## src/rtl/core/i2cbm_pkg.sv

```systemverilog
package i2cbm_pkg;

   // tick counter width, 4..32
   localparam int TICK_COUNTER_BITS = 16;

   localparam logic [15:0] PHASE_TICKS_RESET = 16'd10;
   localparam logic [4:0]  STEP_IDLE         = 5'd31;

   // command opcodes
   localparam logic [2:0] OP_START    = 3'd0;
   localparam logic [2:0] OP_STOP     = 3'd1;
   localparam logic [2:0] OP_WRITE    = 3'd2;
   localparam logic [2:0] OP_READ     = 3'd3;
   localparam logic [2:0] OP_SEND_ACK = 3'd4;
   localparam logic [2:0] OP_READ_ACK = 3'd5;

   typedef struct packed {
      logic       cmd_valid;
      logic [2:0] opcode;
      logic [7:0] tx_byte;
      logic       ack_level;
      logic       sda_line;
   } req_type;

   typedef struct packed {
      logic       scl_out;
      logic       sda_out;
      logic       busy_res;
      logic       done_res;
      logic [7:0] rx_byte;
      logic       ack_seen;
   } rsp_type;

   // classified tick as it sits in the queue
   typedef struct packed {
      logic       cmd_ok;
      logic [2:0] opcode;
      logic [7:0] tx_byte;
      logic       ack_level;
      logic       sda_line;
   } tick_type;

endpackage

```

## src/rtl/core/i2c_bit_level_master.sv

```systemverilog
// Channel  Ports              Dir   Moves
// req      req_valid/ready    in    one tick item: command fields and sampled SDA
// rsp      rsp_valid/ready    out   one result item per tick: pins, busy, done, rx, ack
// csr      csr_wr_en/wr_data  in    phase_ticks write, taken on the enable edge
//
// One result item per tick item; a new tick item is taken every clock cycle while the queue is not full.
// Each item passes through the two-entry queue, then into the result register
// of the phase sequencer. The sequencer advances once per item.
// Reset (synchronous) returns to idle with both lines released, phase_ticks 10.
// Either side may stall; the queue and the result register hold items meanwhile.
module i2c_bit_level_master (
   input  logic               clock,
   input  logic               reset,
   input  logic               req_valid,
   output logic               req_ready,
   input  i2cbm_pkg::req_type req_item,
   output logic               rsp_valid,
   input  logic               rsp_ready,
   output i2cbm_pkg::rsp_type rsp_item,
   input  logic               csr_wr_en,
   input  logic [15:0]        csr_wr_data
);
   import i2cbm_pkg::*;

   // front to back queue
   logic     q_valid;
   logic     q_ready;
   tick_type q_item;

   // front: classifies each tick and queues it
   i2cbm_front u_front (
      .clock     (clock),
      .reset     (reset),
      .req_valid (req_valid),
      .req_ready (req_ready),
      .req_item  (req_item),
      .q_valid   (q_valid),
      .q_ready   (q_ready),
      .q_item    (q_item)
   );

   // back: phase sequencer, shift registers, result register
   i2cbm_back u_back (
      .clock       (clock),
      .reset       (reset),
      .csr_wr_en   (csr_wr_en),
      .csr_wr_data (csr_wr_data),
      .q_valid     (q_valid),
      .q_ready     (q_ready),
      .q_item      (q_item),
      .rsp_valid   (rsp_valid),
      .rsp_ready   (rsp_ready),
      .rsp_item    (rsp_item)
   );

endmodule

```

## src/rtl/core/i2cbm_front.sv

```systemverilog
module i2cbm_front (
   input  logic                clock,
   input  logic                reset,
   input  logic                req_valid,
   output logic                req_ready,
   input  i2cbm_pkg::req_type  req_item,
   output logic                q_valid,
   input  logic                q_ready,
   output i2cbm_pkg::tick_type q_item
);
   import i2cbm_pkg::*;

   tick_type   mem [2];
   tick_type   cls;
   logic       wr_ptr_ff, wr_ptr_in;
   logic       rd_ptr_ff, rd_ptr_in;
   logic [1:0] count_ff, count_in;
   logic       push, pop;

   // classify: only a valid, known opcode counts as a command
   always_comb begin
      cls.cmd_ok    = req_item.cmd_valid && (req_item.opcode <= OP_READ_ACK);
      cls.opcode    = req_item.opcode;
      cls.tx_byte   = req_item.tx_byte;
      cls.ack_level = req_item.ack_level;
      cls.sda_line  = req_item.sda_line;
   end

   assign req_ready = (count_ff != 2'd2);
   assign q_valid   = (count_ff != 2'd0);
   assign q_item    = mem[rd_ptr_ff];
   assign push      = req_valid && req_ready;
   assign pop       = q_valid && q_ready;

   always_comb begin
      wr_ptr_in = push ? ~wr_ptr_ff : wr_ptr_ff;
      rd_ptr_in = pop ? ~rd_ptr_ff : rd_ptr_ff;
      count_in  = count_ff + {1'b0, push} - {1'b0, pop};
   end

   always_ff @(posedge clock) begin
      if (push) begin
         mem[wr_ptr_ff] <= cls;
      end
   end

   always_ff @(posedge clock) begin
      if (reset) begin
         wr_ptr_ff <= 1'b0;
         rd_ptr_ff <= 1'b0;
         count_ff  <= 2'd0;
      end else begin
         wr_ptr_ff <= wr_ptr_in;
         rd_ptr_ff <= rd_ptr_in;
         count_ff  <= count_in;
      end
   end

endmodule

```

## src/rtl/core/i2cbm_back.sv

```systemverilog
module i2cbm_back (
   input  logic                clock,
   input  logic                reset,
   input  logic                csr_wr_en,
   input  logic [15:0]         csr_wr_data,
   input  logic                q_valid,
   output logic                q_ready,
   input  i2cbm_pkg::tick_type q_item,
   output logic                rsp_valid,
   input  logic                rsp_ready,
   output i2cbm_pkg::rsp_type  rsp_item
);
   import i2cbm_pkg::*;

   localparam int CW = TICK_COUNTER_BITS;
   localparam logic [32:0] CNT_MAX = (33'd1 << CW) - 33'd1;

   typedef enum logic [2:0] {
      ACT_SDA_LOW,
      ACT_SDA_HIGH,
      ACT_SCL_LOW,
      ACT_SCL_HIGH,
      ACT_SAMPLE,
      ACT_END
   } act_type;

   logic [15:0]   phase_ticks_ff;
   logic [4:0]    step_ff, step_in;
   logic [2:0]    cmd_ff, cmd_in;
   logic [CW-1:0] tick_ff, tick_in;
   logic [3:0]    bit_ff, bit_in;
   logic [1:0]    sub_ff, sub_in;
   logic [7:0]    sout_ff, sout_in;
   logic [7:0]    sin_ff, sin_in;
   logic          ack_ff, ack_in;
   logic          scl_ff, scl_in;
   logic          sda_ff, sda_in;
   logic          rsp_valid_ff;
   rsp_type       rsp_ff, rsp_in;

   logic          pop;
   logic [32:0]   limit;
   logic [32:0]   pt_eff;
   logic          phase_over;
   logic [4:0]    s_new;
   logic [3:0]    nb_new;
   logic [1:0]    ns_new;
   logic          done;
   act_type       act;

   // action of phase s; nb/ns are bit number and position within the bit
   function automatic act_type phase_act(input logic [2:0] cmd, input logic [4:0] s,
                                         input logic [3:0] nb, input logic [1:0] ns,
                                         input logic [7:0] so);
      act_type a;
      logic    dbit;
      dbit = so[3'd7 - nb[2:0]];
      a    = ACT_END;
      case (cmd)
         OP_START: begin
            case (s)
               5'd0:    a = ACT_SDA_HIGH;
               5'd1:    a = ACT_SCL_HIGH;
               5'd2:    a = ACT_SDA_LOW;
               5'd3:    a = ACT_SCL_LOW;
               default: a = ACT_END;
            endcase
         end
         OP_STOP: begin
            case (s)
               5'd0:    a = ACT_SDA_LOW;
               5'd1:    a = ACT_SCL_HIGH;
               5'd2:    a = ACT_SDA_HIGH;
               default: a = ACT_END;
            endcase
         end
         OP_WRITE: begin
            if (nb[3]) begin
               a = ACT_END;
            end else if (ns == 2'd0) begin
               a = dbit ? ACT_SDA_HIGH : ACT_SDA_LOW;
            end else if (ns == 2'd1) begin
               a = ACT_SCL_HIGH;
            end else begin
               a = ACT_SCL_LOW;
            end
         end
         OP_READ: begin
            if (s == 5'd0) begin
               a = ACT_SDA_HIGH;
            end else if (nb[3]) begin
               a = ACT_END;
            end else if (ns == 2'd0) begin
               a = ACT_SCL_HIGH;
            end else if (ns == 2'd1) begin
               a = ACT_SAMPLE;
            end else begin
               a = ACT_SCL_LOW;
            end
         end
         OP_SEND_ACK: begin
            case (s)
               5'd0:    a = so[7] ? ACT_SDA_HIGH : ACT_SDA_LOW;
               5'd1:    a = ACT_SCL_HIGH;
               5'd2:    a = ACT_SCL_LOW;
               default: a = ACT_END;
            endcase
         end
         OP_READ_ACK: begin
            case (s)
               5'd0:    a = ACT_SDA_HIGH;
               5'd1:    a = ACT_SCL_HIGH;
               5'd2:    a = ACT_SAMPLE;
               5'd3:    a = ACT_SCL_LOW;
               default: a = ACT_END;
            endcase
         end
         default: a = ACT_END;
      endcase
      return a;
   endfunction

   assign q_ready   = !rsp_valid_ff || rsp_ready;
   assign pop       = q_valid && q_ready;
   assign rsp_valid = rsp_valid_ff;
   assign rsp_item  = rsp_ff;

   // effective phase length: zero means one, saturate at counter range
   always_comb begin
      pt_eff     = (phase_ticks_ff == 16'd0) ? 33'd1 : {17'd0, phase_ticks_ff};
      limit      = (pt_eff > CNT_MAX) ? CNT_MAX : pt_eff;
      phase_over = (33'(tick_ff) >= limit);
   end

   always_comb begin
      step_in = step_ff;
      cmd_in  = cmd_ff;
      tick_in = tick_ff;
      bit_in  = bit_ff;
      sub_in  = sub_ff;
      sout_in = sout_ff;
      sin_in  = sin_ff;
      ack_in  = ack_ff;
      scl_in  = scl_ff;
      sda_in  = sda_ff;
      done    = 1'b0;
      s_new   = 5'd0;
      nb_new  = 4'd0;
      ns_new  = 2'd0;
      act     = ACT_END;

      if (step_ff == STEP_IDLE) begin
         if (q_item.cmd_ok) begin
            cmd_in = q_item.opcode;
            if (q_item.opcode == OP_WRITE) begin
               sout_in = q_item.tx_byte;
            end else if (q_item.opcode == OP_SEND_ACK) begin
               sout_in = {q_item.ack_level, 7'd0};
            end
            if (q_item.opcode == OP_READ) begin
               sin_in = 8'd0;
            end
            act = phase_act(cmd_in, 5'd0, 4'd0, 2'd0, sout_in);
         end
      end else if (phase_over) begin
         s_new = step_ff + 5'd1;
         if (cmd_ff == OP_READ && step_ff == 5'd0) begin
            nb_new = 4'd0;
            ns_new = 2'd0;
         end else if (sub_ff == 2'd2) begin
            nb_new = bit_ff + 4'd1;
            ns_new = 2'd0;
         end else begin
            nb_new = bit_ff;
            ns_new = sub_ff + 2'd1;
         end
         act = phase_act(cmd_ff, s_new, nb_new, ns_new, sout_ff);
         if (act == ACT_END) begin
            step_in = STEP_IDLE;
            tick_in = '0;
            done    = 1'b1;
         end
      end else begin
         tick_in = tick_ff + CW'(1);
      end

      // carry out the new phase's pin write or sample
      if (act != ACT_END) begin
         step_in = s_new;
         bit_in  = nb_new;
         sub_in  = ns_new;
         tick_in = CW'(1);
         case (act)
            ACT_SDA_LOW:  sda_in = 1'b0;
            ACT_SDA_HIGH: sda_in = 1'b1;
            ACT_SCL_LOW:  scl_in = 1'b0;
            ACT_SCL_HIGH: scl_in = 1'b1;
            ACT_SAMPLE: begin
               if (cmd_in == OP_READ) begin
                  if (q_item.sda_line) begin
                     sin_in[3'd7 - nb_new[2:0]] = 1'b1;
                  end
               end else begin
                  ack_in = q_item.sda_line;
               end
            end
            default: ;
         endcase
      end

      rsp_in.scl_out  = scl_in;
      rsp_in.sda_out  = sda_in;
      rsp_in.busy_res = (step_in != STEP_IDLE);
      rsp_in.done_res = done;
      rsp_in.rx_byte  = sin_in;
      rsp_in.ack_seen = ack_in;
   end

   always_ff @(posedge clock) begin
      if (pop) begin
         rsp_ff <= rsp_in;
      end
   end

   always_ff @(posedge clock) begin
      if (reset) begin
         phase_ticks_ff <= PHASE_TICKS_RESET;
         step_ff        <= STEP_IDLE;
         cmd_ff         <= OP_START;
         tick_ff        <= '0;
         bit_ff         <= 4'd0;
         sub_ff         <= 2'd0;
         sout_ff        <= 8'd0;
         sin_ff         <= 8'd0;
         ack_ff         <= 1'b1;
         scl_ff         <= 1'b1;
         sda_ff         <= 1'b1;
         rsp_valid_ff   <= 1'b0;
      end else begin
         if (csr_wr_en) begin
            phase_ticks_ff <= csr_wr_data;
         end
         if (pop) begin
            step_ff <= step_in;
            cmd_ff  <= cmd_in;
            tick_ff <= tick_in;
            bit_ff  <= bit_in;
            sub_ff  <= sub_in;
            sout_ff <= sout_in;
            sin_ff  <= sin_in;
            ack_ff  <= ack_in;
            scl_ff  <= scl_in;
            sda_ff  <= sda_in;
         end
         if (pop) begin
            rsp_valid_ff <= 1'b1;
         end else if (rsp_ready) begin
            rsp_valid_ff <= 1'b0;
         end
      end
   end

endmodule
```

## config.mk

```make
export PLATFORM = sky130hd
export DESIGN_NAME = i2c_bit_level_master
export DESIGN_NICKNAME = d
export VERILOG_FILES = /design/src/rtl/core/i2cbm_pkg.sv /design/src/rtl/core/i2c_bit_level_master.sv /design/src/rtl/core/i2cbm_front.sv /design/src/rtl/core/i2cbm_back.sv
export SDC_FILE = /design/constraint.sdc
export NUM_CORES = 1
export LEC_CHECK = 0
export ABC_AREA = 1
export BUFFER_PORTS_ARGS = -buffer_cell sky130_fd_sc_hd__buf_2
export CAP_MARGIN = 30
export CELL_PAD_IN_SITES_DETAIL_PLACEMENT = 1
export CELL_PAD_IN_SITES_GLOBAL_PLACEMENT = 2
export CORE_UTILIZATION = 35
export DETAILED_ROUTE_END_ITERATION = 10
export PLACE_DENSITY_LB_ADDON = 0.15
export SLEW_MARGIN = 40
export SYNTH_ARGS = -nofsm -noshare
export SYNTH_HDL_FRONTEND = slang
export SYNTH_SLANG_ARGS = --single-unit
```

## constraint.sdc

```tcl
create_clock -name clock -period 4.25 [get_ports clock]
set_clock_uncertainty 0.05 [all_clocks]
set_input_delay 0.2125 -clock clock [delete_from_list [all_inputs] [get_ports clock]]
set_output_delay 0.2125 -clock clock [all_outputs]
set_load 0.01 [all_outputs]
```

==> flow_metrics.tcl <==
set metrics [dict create \
    port_buffers 49 \
    start_util_pct 35.7 \
    place.gp.congestion 0.802 \
    yosysSeqAreaShare_pct 43.1 \
    grt_max_degree 38 \
    vias_per_cell 4.78 \
    post_cts_buffers 0 \
    path_cells "nor4_1 > a41o_1 > ha_1 > nand4_1 > nor2_1 > nand3b_1 > nand4_1 > nand2_1 > buf_4 > inv_1 > nand2_2 > inv_2 > nor2_8 > nand3_4 > o21ai_4 > buf_4 > nand2_1 > nand2_1 > nor2_1" \
    path_buf_inv 4 \
    finalSetupViolCount 0 \
    avgSynthCellArea_sq_um 7.32 \
    setup_ws_ns 0.602 \
    synth-compound-area-share_pct 9.60 \
    drv_cap 0 \
    worstSetupEndpointType "flip-flop" \
    root_buffer "clkbuf_16" \
    slew_headroom_pct 49.0 \
    final_cell_mix "nand2_1, nor2_1, inv_1" \
    dieArea_sq_um 18100 \
    timing.hold.ws_ns 0.0285 \
    clock.fmax_mhz 274 \
    final_cells 1125 \
    routed_wirelength_um 16300 \
    synthXorXnorAreaFrac_pct 1.69 \
    r2r_end "u_back.tick_ff[5]" \
    r2r_setup_slack_ns 0.60 \
    whs_endpoint "u_back.phase_ticks_ff[0]" \
    dpl.cell_count 1096 \
    min_period_over_period_pct 85.8 \
    pre_cts_slack_ns 0.651 \
    slew_viol_final 0 \
    wire_per_inst_um 14.5 \
    grt_pass1_vias 5614 \
    leakagePower_nw 3.25 \
    drive_gt1_share_pct 12.2 \
    clockBufferDepth 2 \
    r2r_cells 19 \
    rsz0062_at_grt "no" \
    criticalPathCategory "flip-flop to flip-flop" \
    critPathRequiredTime_ns 4.46 \
    die_h_um 135 \
    grt_pass1_wl_um 27000 \
    ant_nets 0 \
    rows 48 \
    critical-path-top-delay-family "simple AND/OR/NAND/NOR gates" \
    num_vias 5383 \
    finalHoldViolations 0 \
    synth_area_sq_um 6150 \
    core_sq_um 17200 \
    hold_path_class "input port to flip-flop" \
    drt_iter0_markers 165 \
    areaGrowthSynthToFinish_pct 13.8 \
    powerDensity_nw_per_um2 782 \
    holdBufCountCts 13 \
    cts_buffers 9 \
    tightest_slew_ns 0.764 \
    nNetsFinal 956 \
    yosys_warnings 0 \
    ys_types 40 \
    clk_transition_reported_paths_ns 0.08 \
    grt_overflow 0 \
    cp_max_fo 32 \
    cts.repair.resized 0 \
    status "complete, no violations" \
    die_w_um 135 \
    dp_hpwl_um 12400 \
    slowest_delay_ns 0.55 \
    min-delay-start "csr_wr_data[0]" \
    worstHoldPathCells 3 \
    clk_latency_ns 0.36 \
    arrival_ns 3.86 \
    start_kind "flip-flop" \
    diodes 0 \
    ys_ff_latch 112 \
    synthCells 841 \
    worstReg2RegStart "u_back.phase_ticks_ff[11]" \
    io_pins 50 \
    clock-sinks 112 \
    synth_top_family_by_area "simple AND/OR/NAND/NOR gates" \
    critPathMostFrequentCell "nand2_1" \
    final_common_cell "nand2_1" \
    synth-adder-area-share_pct 5.29 \
    drtPass1Iterations 4 \
    synth_simple_gate_area_share_pct 31.4 \
    grt_antenna_before_repair 0 \
    synthMuxAreaShare_pct 0 \
    drc 0 \
    synthesis.nets 902 \
    cts_tree "yes" \
    setup_tns_ns 0 \
    grtUsageTotal_pct 19.1 \
    h-tree-depth 3 \
    cp_slowest_cell "nor4_1" \
    ir_drop_v 0.000300 \
    layout_min_cycle_time_ns 3.65 \
]
## through the flow
step | instance area, sq um | power (W) | utilization (%)
after global placement | 6590 | 0.00452 | 38.2
after floorplan | 6150 | 0.00398 | -
after global routing | 7000 | 0.00601 | 40.6
final | 7000 | 0.00547 | 40.6
after detailed placement | 6590 | 0.00468 | 38.2
after CTS | 7000 | 0.00556 | 40.6
## power breakdown
part	switching [W]	internal, W	total (W)
Clock	0.000432	0.000409	0.000841
Combinational	0.00196	0.000956	0.00292
Sequential	0.000247	0.00147	0.00171
## logic make-up (layout without fill, tap and decap cells)
kind of cell             after synthesis  in the layout
AO/OA/AOI/OAI                        106            106
XOR/XNOR                              11             11
adder cells (fa/ha/maj)               26             26
buffers and inverters                133            192
flip-flops                           112            112
AND/OR/NAND/NOR                      453            453
## synthesized netlist by cell type (all sizes together)
master | number | area [sq um]
buf | 11 | 92.6
or2 | 4 | 25.0
a21oi | 53 | 265
xnor2 | 2 | 25.0
o211ai | 2 | 15.0
dfxtp | 71 | 1420
nand3 | 42 | 243
a21boi | 1 | 7.51
a41o | 1 | 10.0
clkbuf | 13 | 48.8
o31ai | 1 | 7.51
and2 | 1 | 8.76
a41oi | 1 | 16.3
a21o | 1 | 7.51
nand3b | 2 | 15.0
nor4 | 2 | 12.5
nand4 | 10 | 62.6
o21ai | 42 | 233
nand2 | 244 | 936
nor2 | 136 | 567
edfxtp | 41 | 1230
a31oi | 1 | 6.26
ha | 26 | 325
nor3 | 12 | 60.1
xor2 | 9 | 78.8
o21bai | 3 | 22.5
inv | 109 | 409
## worst reg2reg max path, stage by stage (launching register included)
cell	delay (ns)
dfxtp_1	0.32
nor4_1	0.55
a41o_1	0.28
ha_1	0.23
nand4_1	0.10
nor2_1	0.06
nand3b_1	0.07
nand4_1	0.23
nand2_1	0.13
buf_4	0.22
inv_1	0.14
nand2_2	0.12
inv_2	0.07
nor2_8	0.13
nand3_4	0.14
o21ai_4	0.15
buf_4	0.32
nand2_1	0.10
nand2_1	0.09
nor2_1	0.05
## layer usage
metal	global-route usage (%)	share of wire (%)	vias up
li1	-	-	2786
met1	23.3	47	2540
met2	34.0	49	45
met3	3.79	2.1	12
met4	5.24	1.3	0
met5	0	0	-
## registers in the layout, indices dropped and copies added, names as in the netlist, 2 cells and up, named ones only
signal / cells
u_front.mem: 28
u_back.phase_ticks_ff: 16
u_back.tick_ff: 16
u_back.rsp_item: 13
u_back.sin_ff: 8
u_back.sout_ff: 8
u_back.step_ff: 5
u_back.bit_ff: 4
u_back.cmd_ff: 3
u_back.sub_ff: 2
u_front.count_ff: 2
## area by class of cell
type / instances / area, sq um
Timing Repair Buffer: 67 / 413
Tap cell: 225 / 282
Sequential cell: 112 / 2650
Clock buffer: 10 / 229
Clock inverter: 6 / 51.3
Multi-Input combinational cell: 596 / 2970
Inverter: 109 / 409
Fill cell: 2160 / 10200
## how the worst max path moves through the flow
stage                               from             endpoint  cells after the start
3_5_place_dp   u_back.phase_ticks_ff[11]    u_back.tick_ff[5]                     19
2_1_floorplan          u_back.step_ff[0]  u_back.rsp_item[10]                     20
4_1_cts        u_back.phase_ticks_ff[11]    u_back.tick_ff[5]                     19
3_3_place_gp   u_back.phase_ticks_ff[11]   u_back.tick_ff[10]                     19
6_report       u_back.phase_ticks_ff[11]    u_back.tick_ff[5]                     19
5_1_grt        u_back.phase_ticks_ff[11]    u_back.tick_ff[5]                     19
Power figures use the tool's default switching activity.
